[config.mk]
export PLATFORM = sky130hd
export DESIGN_NAME = keyed_challenge_auth_card_flat
export DESIGN_NICKNAME = d
export VERILOG_FILES = /design/src/rtl/core/kca_pkg.sv /design/src/rtl/core/kca_if.sv /design/src/rtl/core/keyed_challenge_auth_card.sv /design/src/rtl/core/kca_datapath.sv /design/src/rtl/core/kca_ctrl.sv /design/src/flat_wrapper.sv
export VERILOG_INCLUDE_DIRS = /design/src /design/src/rtl/core
export SDC_FILE = /design/constraint.sdc
export NUM_CORES = 1
export LEC_CHECK = 0
export BUFFER_PORTS_ARGS = -buffer_cell sky130_fd_sc_hd__buf_2
export CORE_ASPECT_RATIO = 0.9
export CORE_UTILIZATION = 55
export DETAILED_ROUTE_END_ITERATION = 10
export PLACE_DENSITY_LB_ADDON = 0.12
export REMOVE_ABC_BUFFERS = 1
export SYNTH_ARGS = -nofsm -noshare
export SYNTH_HDL_FRONTEND = slang
export SYNTH_HIERARCHICAL = 1
export SYNTH_SLANG_ARGS = --single-unit
export TNS_END_PERCENT = 20
[constraint.sdc]
create_clock -name clk -period 17.69 [get_ports clk]
set_input_delay 3.538 -clock clk [delete_from_list [all_inputs] [get_ports clk]]
set_output_delay 3.538 -clock clk [all_outputs]
set_load 0.03 [all_outputs]
[src/rtl/core/keyed_challenge_auth_card_defines.svh]
// Assertion macros included by the datapath and the controller.
`ifndef KEYED_CHALLENGE_AUTH_CARD_DEFINES_SVH
`define KEYED_CHALLENGE_AUTH_CARD_DEFINES_SVH
// Antecedent implies consequent in the same cycle.
`define KCA_ASSERT_IMP(label, clk, rst_n, a, c, msg) \
    label: assert property (@(posedge clk) disable iff (!rst_n) (a) |-> (c)) else $error(msg);
// Antecedent implies consequent in the next cycle.
`define KCA_ASSERT_NEXT(label, clk, rst_n, a, c, msg) \
    label: assert property (@(posedge clk) disable iff (!rst_n) (a) |=> (c)) else $error(msg);
`endif

[src/rtl/core/kca_pkg.sv]
`default_nettype none
package kca_pkg;
    typedef enum logic [2:0] {
        KIND_TICK = 3'd0, KIND_INIT = 3'd1, KIND_READ = 3'd2, KIND_WRITE = 3'd3,
        KIND_XFORM = 3'd4, KIND_DWRITE = 3'd5, KIND_DREAD = 3'd6, KIND_UNKNOWN = 3'd7
    } kind_t;

    localparam logic CFG_KEY_SEED = 1'b0;
    localparam logic CFG_RELOAD = 1'b1;

    // Round modes of the datapath.
    typedef enum logic [1:0] {
        RM_FWD = 2'd0, RM_READ = 2'd1, RM_WRITE = 2'd2
    } round_mode_t;

    // Load operations issued by the controller.
    typedef enum logic [2:0] {
        LD_NONE = 3'd0, LD_INIT = 3'd1, LD_READ = 3'd2, LD_WRITE = 3'd3,
        LD_XFORM = 3'd4, LD_FINISH = 3'd5, LD_TICK = 3'd6, LD_DIRECT = 3'd7
    } load_op_t;

    // The capture bit marks the cycle in which an input word is accepted.
    typedef struct packed {
        load_op_t    load_op;
        round_mode_t mode;
        logic        round_en;
        logic        capture;
    } dp_cmd_t;

    typedef struct packed {
        logic direct_hit;
    } dp_status_t;

    localparam logic [39:0] MASK_A = 40'h33fbc752c9;
    localparam logic [39:0] MASK_B = 40'h2991a7f16b;
    localparam logic [47:0] MASK_C = 48'h8e65e1a37433;
    localparam logic [47:0] MASK_D = 48'h1de9433fb829;
    localparam logic [7:0] FWD_MUL = 8'h25;
    localparam logic [7:0] FWD_ADD = 8'h05;
    localparam logic [7:0] WR_MUL = 8'hAD;
    localparam logic [7:0] WR_ADD = 8'h9F;
    localparam logic [7:0] WR_X5 = 8'h8E;
    localparam logic [7:0] WR_X4 = 8'h65;
    localparam logic [7:0] WR_Y5 = 8'h1D;
    localparam logic [7:0] KEY_BASE = 8'h40;
    localparam logic [7:0] DIRECT_LO = 8'h20;
endpackage
`default_nettype wire

[src/rtl/core/kca_if.sv]
`default_nettype none
interface kca_in_if;
    logic        valid;
    logic        ready;
    logic [2:0]  kind;
    logic [7:0]  address;
    logic [31:0] payload;
    logic        answered;
    modport source (output valid, kind, address, payload, answered, input ready);
    modport sink (input valid, kind, address, payload, answered, output ready);
endinterface

interface kca_out_if;
    logic        valid;
    logic        ready;
    logic [47:0] reply_data;
    logic [2:0]  reply_bytes;
    modport source (output valid, reply_data, reply_bytes, input ready);
    modport sink (input valid, reply_data, reply_bytes, output ready);
endinterface

interface kca_cfg_if;
    logic        valid;
    logic        ready;
    logic        index;
    logic [55:0] data;
    modport source (output valid, index, data, input ready);
    modport sink (input valid, index, data, output ready);
endinterface
`default_nettype wire

[src/rtl/core/keyed_challenge_auth_card.sv]
// Channel   Dir  Payload
// in_ch     in   kind, address, payload, answered
// out_ch    out  reply_data, reply_bytes
// cfg_ch    in   index, data (key_seed, reload_enable)
// Init and transform run a load step, ROUND_COUNT rounds, a finish step and an output step.
// Read first passes the direct state for the registered store read; a direct command passes
// that state and, when it replies, the output state. One shared round unit acts on the cipher
// register. After reset the store is cleared one entry a cycle, all STORE_DEPTH entries, before
// items are taken. A stalled result holds the block until it is taken; configuration is always ready.
`default_nettype none
module keyed_challenge_auth_card #(
    parameter int ROUND_COUNT = 50,
    parameter int STORE_DEPTH = 64
) (
    input wire logic clk,
    input wire logic rst_n,
    kca_in_if.sink   in_ch,
    kca_out_if.source out_ch,
    kca_cfg_if.sink  cfg_ch
);
    logic [55:0] key_seed_reg;
    logic        reload_reg;
    kca_pkg::dp_cmd_t cmd;
    kca_pkg::dp_status_t status;
    logic clr_done_reg;
    logic [6:0] clr_cnt_reg;

    // Configuration registers accept a word in every cycle.
    assign cfg_ch.ready = 1'b1;
    always_ff @(posedge clk or negedge rst_n)
    begin
        if (!rst_n)
        begin
            key_seed_reg <= '0;
            reload_reg <= 1'b1;
        end
        else if (cfg_ch.valid)
        begin
            if (cfg_ch.index == kca_pkg::CFG_KEY_SEED)
            begin
                key_seed_reg <= cfg_ch.data;
            end
            else
            begin
                reload_reg <= cfg_ch.data[0];
            end
        end
    end

    // Mirrors the datapath clearing sweep so no item enters during it.
    always_ff @(posedge clk or negedge rst_n)
    begin
        if (!rst_n)
        begin
            clr_cnt_reg <= '0;
            clr_done_reg <= 1'b0;
        end
        else if (!clr_done_reg)
        begin
            clr_cnt_reg <= clr_cnt_reg + 1'b1;
            if (clr_cnt_reg == 7'(STORE_DEPTH - 1))
            begin
                clr_done_reg <= 1'b1;
            end
        end
    end

    kca_ctrl #(.ROUND_COUNT(ROUND_COUNT)) u_ctrl (
        .clk(clk), .rst_n(rst_n), .in_valid(in_ch.valid), .in_ready(in_ch.ready),
        .kind(in_ch.kind), .answered(in_ch.answered), .status(status), .cmd(cmd),
        .out_valid(out_ch.valid), .out_ready(out_ch.ready), .clr_done(clr_done_reg)
    );

    kca_datapath #(.STORE_DEPTH(STORE_DEPTH)) u_dp (
        .clk(clk), .rst_n(rst_n), .cmd(cmd), .kind(in_ch.kind), .address(in_ch.address),
        .payload(in_ch.payload), .answered(in_ch.answered), .key_seed(key_seed_reg),
        .reload_enable(reload_reg), .status(status), .reply_data(out_ch.reply_data),
        .reply_bytes(out_ch.reply_bytes)
    );
endmodule
`default_nettype wire

[src/rtl/core/kca_datapath.sv]
`default_nettype none
`include "keyed_challenge_auth_card_defines.svh"
module kca_datapath #(
    parameter int STORE_DEPTH = 64
) (
    input  wire logic             clk,
    input  wire logic             rst_n,
    input  wire kca_pkg::dp_cmd_t cmd,
    input  wire logic [2:0]       kind,
    input  wire logic [7:0]       address,
    input  wire logic [31:0]      payload,
    input  wire logic             answered,
    input  wire logic [55:0]      key_seed,
    input  wire logic             reload_enable,
    output kca_pkg::dp_status_t   status,
    output logic [47:0]           reply_data,
    output logic [2:0]            reply_bytes
);
    localparam int AW = $clog2(STORE_DEPTH);

    logic [87:0] st_reg, st_next;
    logic [31:0] chal_reg, chal_next;
    logic [47:0] rd_reg, rd_next;
    logic [2:0]  rb_reg, rb_next;
    logic        clr_busy_reg;
    logic [AW-1:0] clr_addr_reg;
    logic [7:0]  mem [STORE_DEPTH];
    logic [7:0]  mem_q_reg;
    logic [2:0]  kind_reg;
    logic [7:0]  addr_reg;
    logic [7:0]  wval_reg;
    logic        we;
    logic [AW-1:0] waddr;
    logic [7:0]  wdata;
    logic [7:0]  key_b;
    logic [7:0]  rd_byte;
    logic [87:0] t;
    logic [47:0] up;
    logic        in_direct;
    logic        in_direct_q;

    assign in_direct = (address >= kca_pkg::DIRECT_LO) && ({24'd0, address} < STORE_DEPTH);
    assign in_direct_q = (addr_reg >= kca_pkg::DIRECT_LO) && ({24'd0, addr_reg} < STORE_DEPTH);
    assign status.direct_hit = in_direct;

    // Fields that are needed after the accept cycle are held here.
    always_ff @(posedge clk)
    begin
        if (cmd.capture)
        begin
            kind_reg <= kind;
            addr_reg <= address;
            wval_reg <= payload[7:0];
        end
    end

    // Store read is registered; it is issued in the accept cycle.
    always_ff @(posedge clk)
    begin
        mem_q_reg <= mem[address[AW-1:0]];
        if (we)
        begin
            mem[waddr] <= wdata;
        end
    end

    always_ff @(posedge clk or negedge rst_n)
    begin
        if (!rst_n)
        begin
            clr_busy_reg <= 1'b1;
            clr_addr_reg <= '0;
        end
        else if (clr_busy_reg)
        begin
            clr_addr_reg <= clr_addr_reg + 1'b1;
            if (clr_addr_reg == AW'(STORE_DEPTH - 1))
            begin
                clr_busy_reg <= 1'b0;
            end
        end
    end

    always_comb
    begin
        key_b = 8'h00;
        if (addr_reg >= kca_pkg::KEY_BASE && addr_reg <= kca_pkg::KEY_BASE + 8'd6)
        begin
            key_b = key_seed[8*(6 - (addr_reg[2:0])) +: 8];
        end
        rd_byte = ({24'd0, addr_reg} < STORE_DEPTH) ? mem_q_reg : key_b;
    end

    always_comb
    begin
        st_next = st_reg;
        chal_next = chal_reg;
        rd_next = rd_reg;
        rb_next = rb_reg;
        we = 1'b0;
        waddr = '0;
        wdata = 8'h00;
        t = st_reg;
        up = '0;
        if (clr_busy_reg)
        begin
            we = 1'b1;
            waddr = clr_addr_reg;
        end
        unique case (cmd.load_op)
            kca_pkg::LD_TICK:
            begin
                chal_next[31:24] = chal_reg[31:24] + 8'd1;
                chal_next[23:16] = chal_reg[23:16] + {7'd0, chal_reg[31:24] == 8'hFF};
                chal_next[15:8] = chal_reg[15:8] - 8'd1;
                chal_next[7:0] = chal_reg[7:0] + {7'd0, chal_reg[15:8] == 8'h00};
            end
            kca_pkg::LD_INIT:
            begin
                t[55:0] = key_seed;
                t[47:0] = t[47:0] ^ kca_pkg::MASK_D;
                st_next = t;
            end
            kca_pkg::LD_XFORM:
            begin
                t[87:56] = payload;
                if (reload_enable)
                begin
                    t[55:0] = key_seed;
                end
                t[87:48] = t[87:48] ^ kca_pkg::MASK_B;
                t[47:0] = t[47:0] ^ kca_pkg::MASK_D;
                st_next = t;
            end
            kca_pkg::LD_READ:
            begin
                t[55:48] = rd_byte;
                t[87:48] = t[87:48] ^ kca_pkg::MASK_B;
                st_next = t;
            end
            kca_pkg::LD_WRITE:
            begin
                rd_next = {16'd0, chal_reg};
                rb_next = 3'd4;
                if (answered)
                begin
                    t[55:32] = payload[23:0];
                    t[87:48] = t[87:48] ^ kca_pkg::MASK_A;
                    t[47:40] = t[47:40] ^ kca_pkg::WR_X5;
                    t[39:32] = t[39:32] ^ kca_pkg::WR_X4;
                    st_next = t;
                end
            end
            kca_pkg::LD_DIRECT:
            begin
                if (kind_reg == kca_pkg::KIND_DWRITE && in_direct_q)
                begin
                    we = 1'b1;
                    waddr = addr_reg[AW-1:0];
                    wdata = wval_reg;
                end
                rd_next = {40'd0, mem_q_reg};
                rb_next = 3'd1;
            end
            kca_pkg::LD_FINISH:
            begin
                unique case (cmd.mode)
                    kca_pkg::RM_READ:
                    begin
                        // Byte 6 is sent first, byte 10 last.
                        t[87:48] = t[87:48] ^ kca_pkg::MASK_A;
                        rd_next = {8'd0, t[55:48], t[63:56], t[71:64], t[79:72], t[87:80]};
                        rb_next = 3'd5;
                    end
                    kca_pkg::RM_WRITE:
                    begin
                        t[87:48] = t[87:48] ^ kca_pkg::MASK_B;
                        t[47:40] = t[47:40] ^ kca_pkg::WR_Y5;
                        if (t[87:56] == chal_reg && {24'd0, t[55:48]} < STORE_DEPTH)
                        begin
                            we = 1'b1;
                            waddr = t[48 +: AW];
                            wdata = t[47:40];
                        end
                    end
                    default:
                    begin
                        // Byte 5 is sent first, byte 0 last.
                        t[87:48] = t[87:48] ^ kca_pkg::MASK_A;
                        t[47:0] = t[47:0] ^ kca_pkg::MASK_C;
                        rd_next = t[47:0];
                        rb_next = 3'd6;
                    end
                endcase
                st_next = t;
            end
            default:
            begin
                if (cmd.round_en)
                begin
                    unique case (cmd.mode)
                        kca_pkg::RM_READ:
                        begin
                            t[87:48] = {st_reg[84:48], st_reg[87:85]};
                        end
                        kca_pkg::RM_WRITE:
                        begin
                            up = {st_reg[42:40], st_reg[87:43]};
                            for (int i = 0; i < 6; i++)
                            begin
                                up[8*i +: 8] = 8'(up[8*i +: 8] * kca_pkg::WR_MUL)
                                    + kca_pkg::WR_ADD;
                            end
                            t[87:40] = up;
                        end
                        default:
                        begin
                            for (int i = 0; i < 6; i++)
                            begin
                                t[8*i +: 8] = 8'(st_reg[8*i +: 8] * kca_pkg::FWD_MUL)
                                    + kca_pkg::FWD_ADD;
                            end
                            t = {t[84:0], t[87:85]};
                        end
                    endcase
                    st_next = t;
                end
            end
        endcase
    end

    always_ff @(posedge clk or negedge rst_n)
    begin
        if (!rst_n)
        begin
            st_reg <= '0;
            chal_reg <= '0;
        end
        else
        begin
            st_reg <= st_next;
            chal_reg <= chal_next;
        end
    end

    always_ff @(posedge clk)
    begin
        rd_reg <= rd_next;
        rb_reg <= rb_next;
    end

    assign reply_data = rd_reg;
    assign reply_bytes = rb_reg;
endmodule
`default_nettype wire

[src/rtl/core/kca_ctrl.sv]
`default_nettype none
`include "keyed_challenge_auth_card_defines.svh"
module kca_ctrl #(
    parameter int ROUND_COUNT = 50
) (
    input  wire logic               clk,
    input  wire logic               rst_n,
    input  wire logic               in_valid,
    output logic                    in_ready,
    input  wire logic [2:0]         kind,
    input  wire logic               answered,
    input  wire kca_pkg::dp_status_t status,
    output kca_pkg::dp_cmd_t        cmd,
    output logic                    out_valid,
    input  wire logic               out_ready,
    input  wire logic               clr_done
);
    localparam int CW = $clog2(ROUND_COUNT + 1);

    typedef enum logic [4:0] {
        S_IDLE = 5'b00001, S_DIRECT = 5'b00010, S_ROUND = 5'b00100,
        S_FINISH = 5'b01000, S_OUT = 5'b10000
    } state_t;

    state_t state_reg, state_next;
    logic [CW-1:0] cnt_reg, cnt_next;
    kca_pkg::round_mode_t mode_reg, mode_next;
    logic emit_reg, emit_next;
    logic acc;
    kca_pkg::kind_t k;

    assign k = kca_pkg::kind_t'(kind);
    assign in_ready = (state_reg == S_IDLE) && clr_done;
    assign acc = in_valid && in_ready;
    assign out_valid = (state_reg == S_OUT);

    always_comb
    begin
        state_next = state_reg;
        cnt_next = cnt_reg;
        mode_next = mode_reg;
        emit_next = emit_reg;
        cmd.load_op = kca_pkg::LD_NONE;
        cmd.mode = mode_reg;
        cmd.round_en = 1'b0;
        cmd.capture = acc;
        unique case (state_reg)
            S_IDLE:
            begin
                if (acc)
                begin
                    cnt_next = CW'(ROUND_COUNT);
                    unique case (k)
                        kca_pkg::KIND_TICK: cmd.load_op = kca_pkg::LD_TICK;
                        kca_pkg::KIND_INIT:
                        begin
                            cmd.load_op = kca_pkg::LD_INIT;
                            mode_next = kca_pkg::RM_FWD;
                            state_next = S_ROUND;
                        end
                        kca_pkg::KIND_XFORM:
                        begin
                            cmd.load_op = kca_pkg::LD_XFORM;
                            mode_next = kca_pkg::RM_FWD;
                            state_next = S_ROUND;
                        end
                        kca_pkg::KIND_WRITE:
                        begin
                            cmd.load_op = kca_pkg::LD_WRITE;
                            mode_next = kca_pkg::RM_WRITE;
                            state_next = answered ? S_ROUND : S_OUT;
                            emit_next = 1'b1;
                        end
                        kca_pkg::KIND_READ, kca_pkg::KIND_DWRITE, kca_pkg::KIND_DREAD:
                        begin
                            emit_next = (k == kca_pkg::KIND_DREAD) && status.direct_hit;
                            mode_next = (k == kca_pkg::KIND_READ) ? kca_pkg::RM_READ
                                                                  : kca_pkg::RM_FWD;
                            state_next = S_DIRECT;
                        end
                        default: cmd.load_op = kca_pkg::LD_NONE;
                    endcase
                end
            end
            S_DIRECT:
            begin
                // Store data is now registered; the datapath holds the address.
                if (mode_reg == kca_pkg::RM_READ)
                begin
                    cmd.load_op = kca_pkg::LD_READ;
                    state_next = S_ROUND;
                end
                else
                begin
                    cmd.load_op = kca_pkg::LD_DIRECT;
                    state_next = emit_reg ? S_OUT : S_IDLE;
                end
            end
            S_ROUND:
            begin
                cmd.round_en = 1'b1;
                cnt_next = cnt_reg - 1'b1;
                if (cnt_reg == CW'(1))
                begin
                    state_next = S_FINISH;
                end
            end
            S_FINISH:
            begin
                cmd.load_op = kca_pkg::LD_FINISH;
                emit_next = 1'b1;
                state_next = S_OUT;
            end
            S_OUT:
            begin
                if (out_ready)
                begin
                    state_next = S_IDLE;
                end
            end
            default: state_next = S_IDLE;
        endcase
    end

    always_ff @(posedge clk or negedge rst_n)
    begin
        if (!rst_n)
        begin
            state_reg <= S_IDLE;
            cnt_reg <= '0;
            mode_reg <= kca_pkg::RM_FWD;
            emit_reg <= 1'b0;
        end
        else
        begin
            state_reg <= state_next;
            cnt_reg <= cnt_next;
            mode_reg <= mode_next;
            emit_reg <= emit_next;
        end
    end

    `KCA_ASSERT_IMP(a_onehot, clk, rst_n, 1'b1, $onehot(state_reg), "state not one-hot")
    `KCA_ASSERT_NEXT(a_round_end, clk, rst_n, state_reg == S_ROUND && cnt_reg == CW'(1), state_reg == S_FINISH, "round count overrun")
    `KCA_ASSERT_IMP(a_no_acc_busy, clk, rst_n, state_reg != S_IDLE, !in_ready, "ready while busy")
endmodule
`default_nettype wire

[src/flat_wrapper.sv]
// flat-port wrapper written by rule: the top's interface ports become plain ports
module keyed_challenge_auth_card_flat 
#(
    parameter int ROUND_COUNT = 50,
    parameter int STORE_DEPTH = 64
)
  (clk, rst_n, in_ch_valid, in_ch_kind, in_ch_address, in_ch_payload, in_ch_answered, in_ch_ready, out_ch_valid, out_ch_reply_data, out_ch_reply_bytes, out_ch_ready, cfg_ch_valid, cfg_ch_index, cfg_ch_data, cfg_ch_ready);
  kca_in_if in_ch_i ();
  kca_out_if out_ch_i ();
  kca_cfg_if cfg_ch_i ();
  input wire logic clk;
  input wire logic rst_n;
  input wire logic [$bits(in_ch_i.valid)-1:0] in_ch_valid;
  input wire logic [$bits(in_ch_i.kind)-1:0] in_ch_kind;
  input wire logic [$bits(in_ch_i.address)-1:0] in_ch_address;
  input wire logic [$bits(in_ch_i.payload)-1:0] in_ch_payload;
  input wire logic [$bits(in_ch_i.answered)-1:0] in_ch_answered;
  output wire logic [$bits(in_ch_i.ready)-1:0] in_ch_ready;
  output wire logic [$bits(out_ch_i.valid)-1:0] out_ch_valid;
  output wire logic [$bits(out_ch_i.reply_data)-1:0] out_ch_reply_data;
  output wire logic [$bits(out_ch_i.reply_bytes)-1:0] out_ch_reply_bytes;
  input wire logic [$bits(out_ch_i.ready)-1:0] out_ch_ready;
  input wire logic [$bits(cfg_ch_i.valid)-1:0] cfg_ch_valid;
  input wire logic [$bits(cfg_ch_i.index)-1:0] cfg_ch_index;
  input wire logic [$bits(cfg_ch_i.data)-1:0] cfg_ch_data;
  output wire logic [$bits(cfg_ch_i.ready)-1:0] cfg_ch_ready;
  assign in_ch_i.valid = in_ch_valid;
  assign in_ch_i.kind = in_ch_kind;
  assign in_ch_i.address = in_ch_address;
  assign in_ch_i.payload = in_ch_payload;
  assign in_ch_i.answered = in_ch_answered;
  assign in_ch_ready = in_ch_i.ready;
  assign out_ch_valid = out_ch_i.valid;
  assign out_ch_reply_data = out_ch_i.reply_data;
  assign out_ch_reply_bytes = out_ch_i.reply_bytes;
  assign out_ch_i.ready = out_ch_ready;
  assign cfg_ch_i.valid = cfg_ch_valid;
  assign cfg_ch_i.index = cfg_ch_index;
  assign cfg_ch_i.data = cfg_ch_data;
  assign cfg_ch_ready = cfg_ch_i.ready;
  keyed_challenge_auth_card #(.ROUND_COUNT(ROUND_COUNT), .STORE_DEPTH(STORE_DEPTH)) u_core (.clk(clk), .rst_n(rst_n), .in_ch(in_ch_i), .out_ch(out_ch_i), .cfg_ch(cfg_ch_i));
endmodule
After elaboration in Yosys (flattened, before gate mapping)
Memories as Yosys holds them, arrays and structs flattened. A register that Yosys moved wholly into a read port is not among the register bits.
Index checks and enable logic that the tools add are counted.
{"block": "classes", "n_addsub": 20, "n_eq_ne": 40, "n_mul": 12, "n_reduce_logical": 55, "magnitude_cmp": 7, "n_mux": 57, "n_shift": 1, "bitwise_logic": 17}
{"cell": "88-bit case mux with 6 select lines", "n": 1}
{"cell": "48-bit case mux with 3 select lines", "n": 1}
{"cell": "56-bit two-way mux", "n": 2}
{"cell": "48-bit case mux with 2 select lines", "n": 1}
{"cell": "88-bit two-way mux", "n": 1}
{"cell": "86-bit two-way mux", "n": 1}
{"cell": "40-bit case mux with 2 select lines", "n": 1}
{"cell": "21-bit NOT", "n": 3}
{"cell": "56-bit by 33-bit indexed part select with 8-bit output", "n": 1}
{"cell": "25-bit NOT", "n": 2}
{"cell": "8-bit by 3-bit adder with 8-bit output, second input constant", "n": 6}
{"cell": "8-bit adder, second input constant", "n": 6}
{"cell": "8-bit by 6-bit multiplier with 8-bit output, second input constant", "n": 6}
{"cell": "8-bit by 8-bit multiplier with 8-bit output, second input constant", "n": 6}
{"cell": "8-bit case mux with 2 select lines", "n": 3}
{"cell": "23-bit NOT", "n": 2}
{"cell": "6-bit AND reduction", "n": 7}
{"cell": "7-bit AND reduction", "n": 6}
{"cell": "40-bit two-way mux", "n": 1}
{"cell": "8-bit two-way mux", "n": 5}
{"cell": "39-bit two-way mux", "n": 1}
{"cell": "38-bit two-way mux", "n": 1}
{"cell": "32-bit == test", "n": 1}
{"cell": "5-bit two-way mux", "n": 6}
{"cell": "other kinds (60)", "n": 138}
{"block": "word_totals", "ff_bits": 276, "memories": 1, "mem_bits_rw": 512, "out_inout_bits": 54, "input_bits": 106, "wordCells": 246}
{"memory": "u_core.u_dp.mem", "words": 64, "width": 8, "rd": 1, "rd_clocked_by_memory_dff": 1, "wr": 1, "line": "kca_datapath.sv:27", "rtl": "logic [7:0] mem [STORE_DEPTH];"}

Logic depth before layout (Yosys ltp)
{"block": "depth", "ltp_word": 9, "mapped_depth": 18, "mapped_depth_nobuf": 14}

By module
The synthesis kept the hierarchy.
{"mod": "kca_datapath", "n_inst": 1, "cells_per_inst": 2845, "area_per_inst_um2": 38145.3, "seq_area_each_um2": 20816.2}
{"mod": "keyed_challenge_auth_card", "n_inst": 1, "cells_per_inst": 149, "area_per_inst_um2": 2687.6, "seq_area_each_um2": 1627.8}
{"mod": "kca_ctrl", "n_inst": 1, "cells_per_inst": 109, "area_per_inst_um2": 934.6, "seq_area_each_um2": 351.6}

Worst setup path before layout
OpenSTA, ideal clock, no wires.
{"block": "synth_path", "path_kind": "input port to flip-flop", "start": "input in_ch_valid", "end": "memory u_core.u_dp.mem[0][0], data pin", "setup_slack_ns": 9.215, "required_time_ns": 16.988, "setup_ns": 0.702, "path_buffers": 3, "t_arrival_ns": 7.773, "cell_stages": 11, "path_cell_list": "nand2_1 or3_1 buf_6 clkinv_8 nand2_4 o211ai_1 clkbuf_1 nand3b_1 clkbuf_1 or2_2 o21ai_0"}
{"element": "start: declaration", "line": "flat_wrapper.sv:13", "rtl": "input wire logic [$bits(in_ch_i.valid)-1:0] in_ch_valid;"}
{"element": "end: declaration", "line": "kca_datapath.sv:27"}

==> out/results.tsv <==
metric	value	unit
die_area	77000	sq um
rsz0062_at_grt	no	
largest_reg_flops	512	
cp_max_fo	73	
crit_family	simple AND/OR/NAND/NOR gates	
min_period	8650	ps
drc	0	
cts-root-buf	clkbuf_16	
hold_class	reg -> reg	
cap_violations	0	
timing.final.crit_share	48.9	%
post_cts_buffers	0	
rows	95	
synth_top_area_share	41.8	%
synth_top_family_by_area	multiplexers	
grt_max_degree	82	
synthArstFlopShare	25.9	%
synth_top_area_cell	edfxtp_1	
p_sw_share	34.3	%
grt_pass1_vias	27700	
path_class	in -> reg	
vias	27700	
setup_violations	0	
clock_path_buffers	3	
holdBufCountCts	0	
cp-start-kind	input port	
worst_slew_pin_slew	1250	ps
synthAdderAreaFrac	8.92	%
die_w	292	microns
final_common_cell	edfxtp_1	
core_area	74900	sq um
synth-simple-area-share	7.01	%
skew	37.0	ps
path_clk_slew	60	ps
drt_iter0_markers	2901	
seqPwrFrac	35.9	%
critPathCaptureType	register	
synthTopCellsByArea	edfxtp_1, dfrtp_1, mux4_2	
synth_ff_type	edfxtp_1	
ys_types	89	
grt_overflow	0	
numCtsBuffers	81	
switchingPower	0.00218	W
crit_required	17970	ps
cts.sinks	796	
cp.arrival	8930	ps
ys_seq_area_share	54.6	%
worst-path-buf-inv	4	
synth-xor-area-share	4.51	%
cts-resized-gates	0	
clk-insertion-delay-late	670	ps
via_per_inst	6.48	
critPathSlowestCell	nor3_1	
synth_enable_flop_cells	582	
combPwrFrac	36.1	%
fmax	116	MHz
worst_path_most_repeated_cell	or3_1	
place_congestion	0.981	
syn_inst	3103	
io_pins	160	
clkPwrFrac	28.0	%
syn_area_per_cell	13.5	sq um
port_buffers	158	
drt-total-wl	122000	microns
timing_hold_violations_final	0	
ir_worst_vdd	0.0928	mV
die_h	263	microns
cts_tree	built	
crit_path_max_incr_delay	1040	ps
ys_warn_count	6	
area_growth	11.4	%
ys_ff_latch	796	
outcome	completed	
antenna_found_initial	6	
final_cell_mix	edfxtp_1, ha_1, dfrtp_1	
p_int	0.00417	W
p_leak	16.1	nW
cts_htree_levels	3	
pwr_density_cell	136	nW/um^2
drive_gt1_share	19.9	%
start_util	55.8	%
fin_tns_setup	0	ps
finalNetCount	3616	
dr.pass1.iters	7	
grt_pass1_wl	181000	microns
pre_cts_ws	8410	ps
syn_area	41800	sq um
hpwl	84100	microns
slew_headroom	16.7	%
ant_nets	0	
fin_ws	9040	ps
grt_usage	32.0	%
path_cells	buf_2, nand2_1, or3_1, clkinv_8, nand2_4, o22ai_4, buf_4, clkinv_1, a211oi_1, a311oi_1, o21a_1, mux2_2, or3_1, nor3_1	
wl_per_cell	28.4	microns
slew_viol_final	0	
synth-compound-area-share	8.77	%
synthMuxAreaShare	12.6	%
[per-stage QoR]
step           hold slack (ps)  utilization [%]  instances  power (W)  area [sq um]
2_1_floorplan              433                -       2924    0.00396         41000
3_3_place_gp               449             58.4       4128    0.00449         43700
3_5_place_dp               460             58.4       4128    0.00457         43700
4_1_cts                    474             62.1       4277    0.00635         46500
5_1_grt                    484             62.1       4277    0.00671         46500
6_report                   469             62.1       4278    0.00635         46500
[power by group through the flow]
stage / logic (W) / clock network, W / registers (W)
2_1_floorplan: 0.00176 / 0 / 0.00220
3_3_place_gp: 0.00218 / 0 / 0.00231
3_5_place_dp: 0.00226 / 0 / 0.00231
4_1_cts: 0.00228 / 0.00180 / 0.00227
5_1_grt: 0.00256 / 0.00187 / 0.00228
6_report: 0.00229 / 0.00178 / 0.00228
[layer usage]
metal | vias to the layer above | part of all wire (%) | track usage (%) | routed length (microns)
met2 | 1448 | 47 | 50.9 | 57300
met3 | 334 | 8.1 | 5.57 | 9890
met1 | 13900 | 39 | 42.1 | 47200
met4 | 6 | 5.9 | 17.0 | 7160
met5 | - | 0.033 | 0 | 40
li1 | 12000 | - | - | -
[cells by family (layout without fill, tap and decap cells)]
kind of cell	Yosys count	count (layout)
AO/OA/AOI/OAI	573	573
AND/OR/NAND/NOR	601	601
flip-flops	796	796
multiplexers	286	286
adder cells (fa/ha/maj)	269	269
XOR/XNOR	215	215
buffers and inverters	362	566
other	1	2
[Yosys cell counts, drive strengths merged (16+ instances only)]
cell      n
a21o     20
dfrtp   203
buf      38
nand2   204
a221oi   26
a211oi   23
a21oi   158
mux2i    44
o22ai    48
nor2b    22
xnor2   159
a22oi    26
mux4    174
fa       48
nor2    142
o21ai   136
mux2     68
clkbuf  141
ha      221
xor2     56
nand3    19
a22o     20
nor3     52
nand4    22
o21bai   16
nor4     51
edfxtp  582
inv     179
nand2b   21
[area by class of cell]
class | count | area [sq um]
fillers | 5708 | 28400
flip-flops and latches | 796 | 22800
multi-input cells | 1945 | 17600
clock buffers | 98 | 2200
repair buffers | 234 | 1380
well taps | 970 | 1210
inverters | 183 | 699
clock inverters | 51 | 583
diodes | 1 | 2.50
[path summary, 6_finish.rpt]
check                                           end  cells after the start  slack [ps]                        from
setup / recovery             u_core/u_dp/mem[31][2]                     14        9040                 in_ch_valid
hold / removal                u_core/clr_cnt_reg[6]                      1         470       u_core/clr_cnt_reg[6]
setup reg to reg             u_core/u_dp/mem[31][2]                     13       11030  u_core/u_ctrl/state_reg[3]
hold reg to reg               u_core/clr_cnt_reg[6]                      1         470       u_core/clr_cnt_reg[6]
max in group asynchronous  u_core/u_ctrl/cnt_reg[5]                      2       13460                       rst_n
min in group asynchronous     u_core/u_dp/st_reg[5]                      1        2830                       rst_n
No activity file was read; power rests on OpenSTA's default activity.
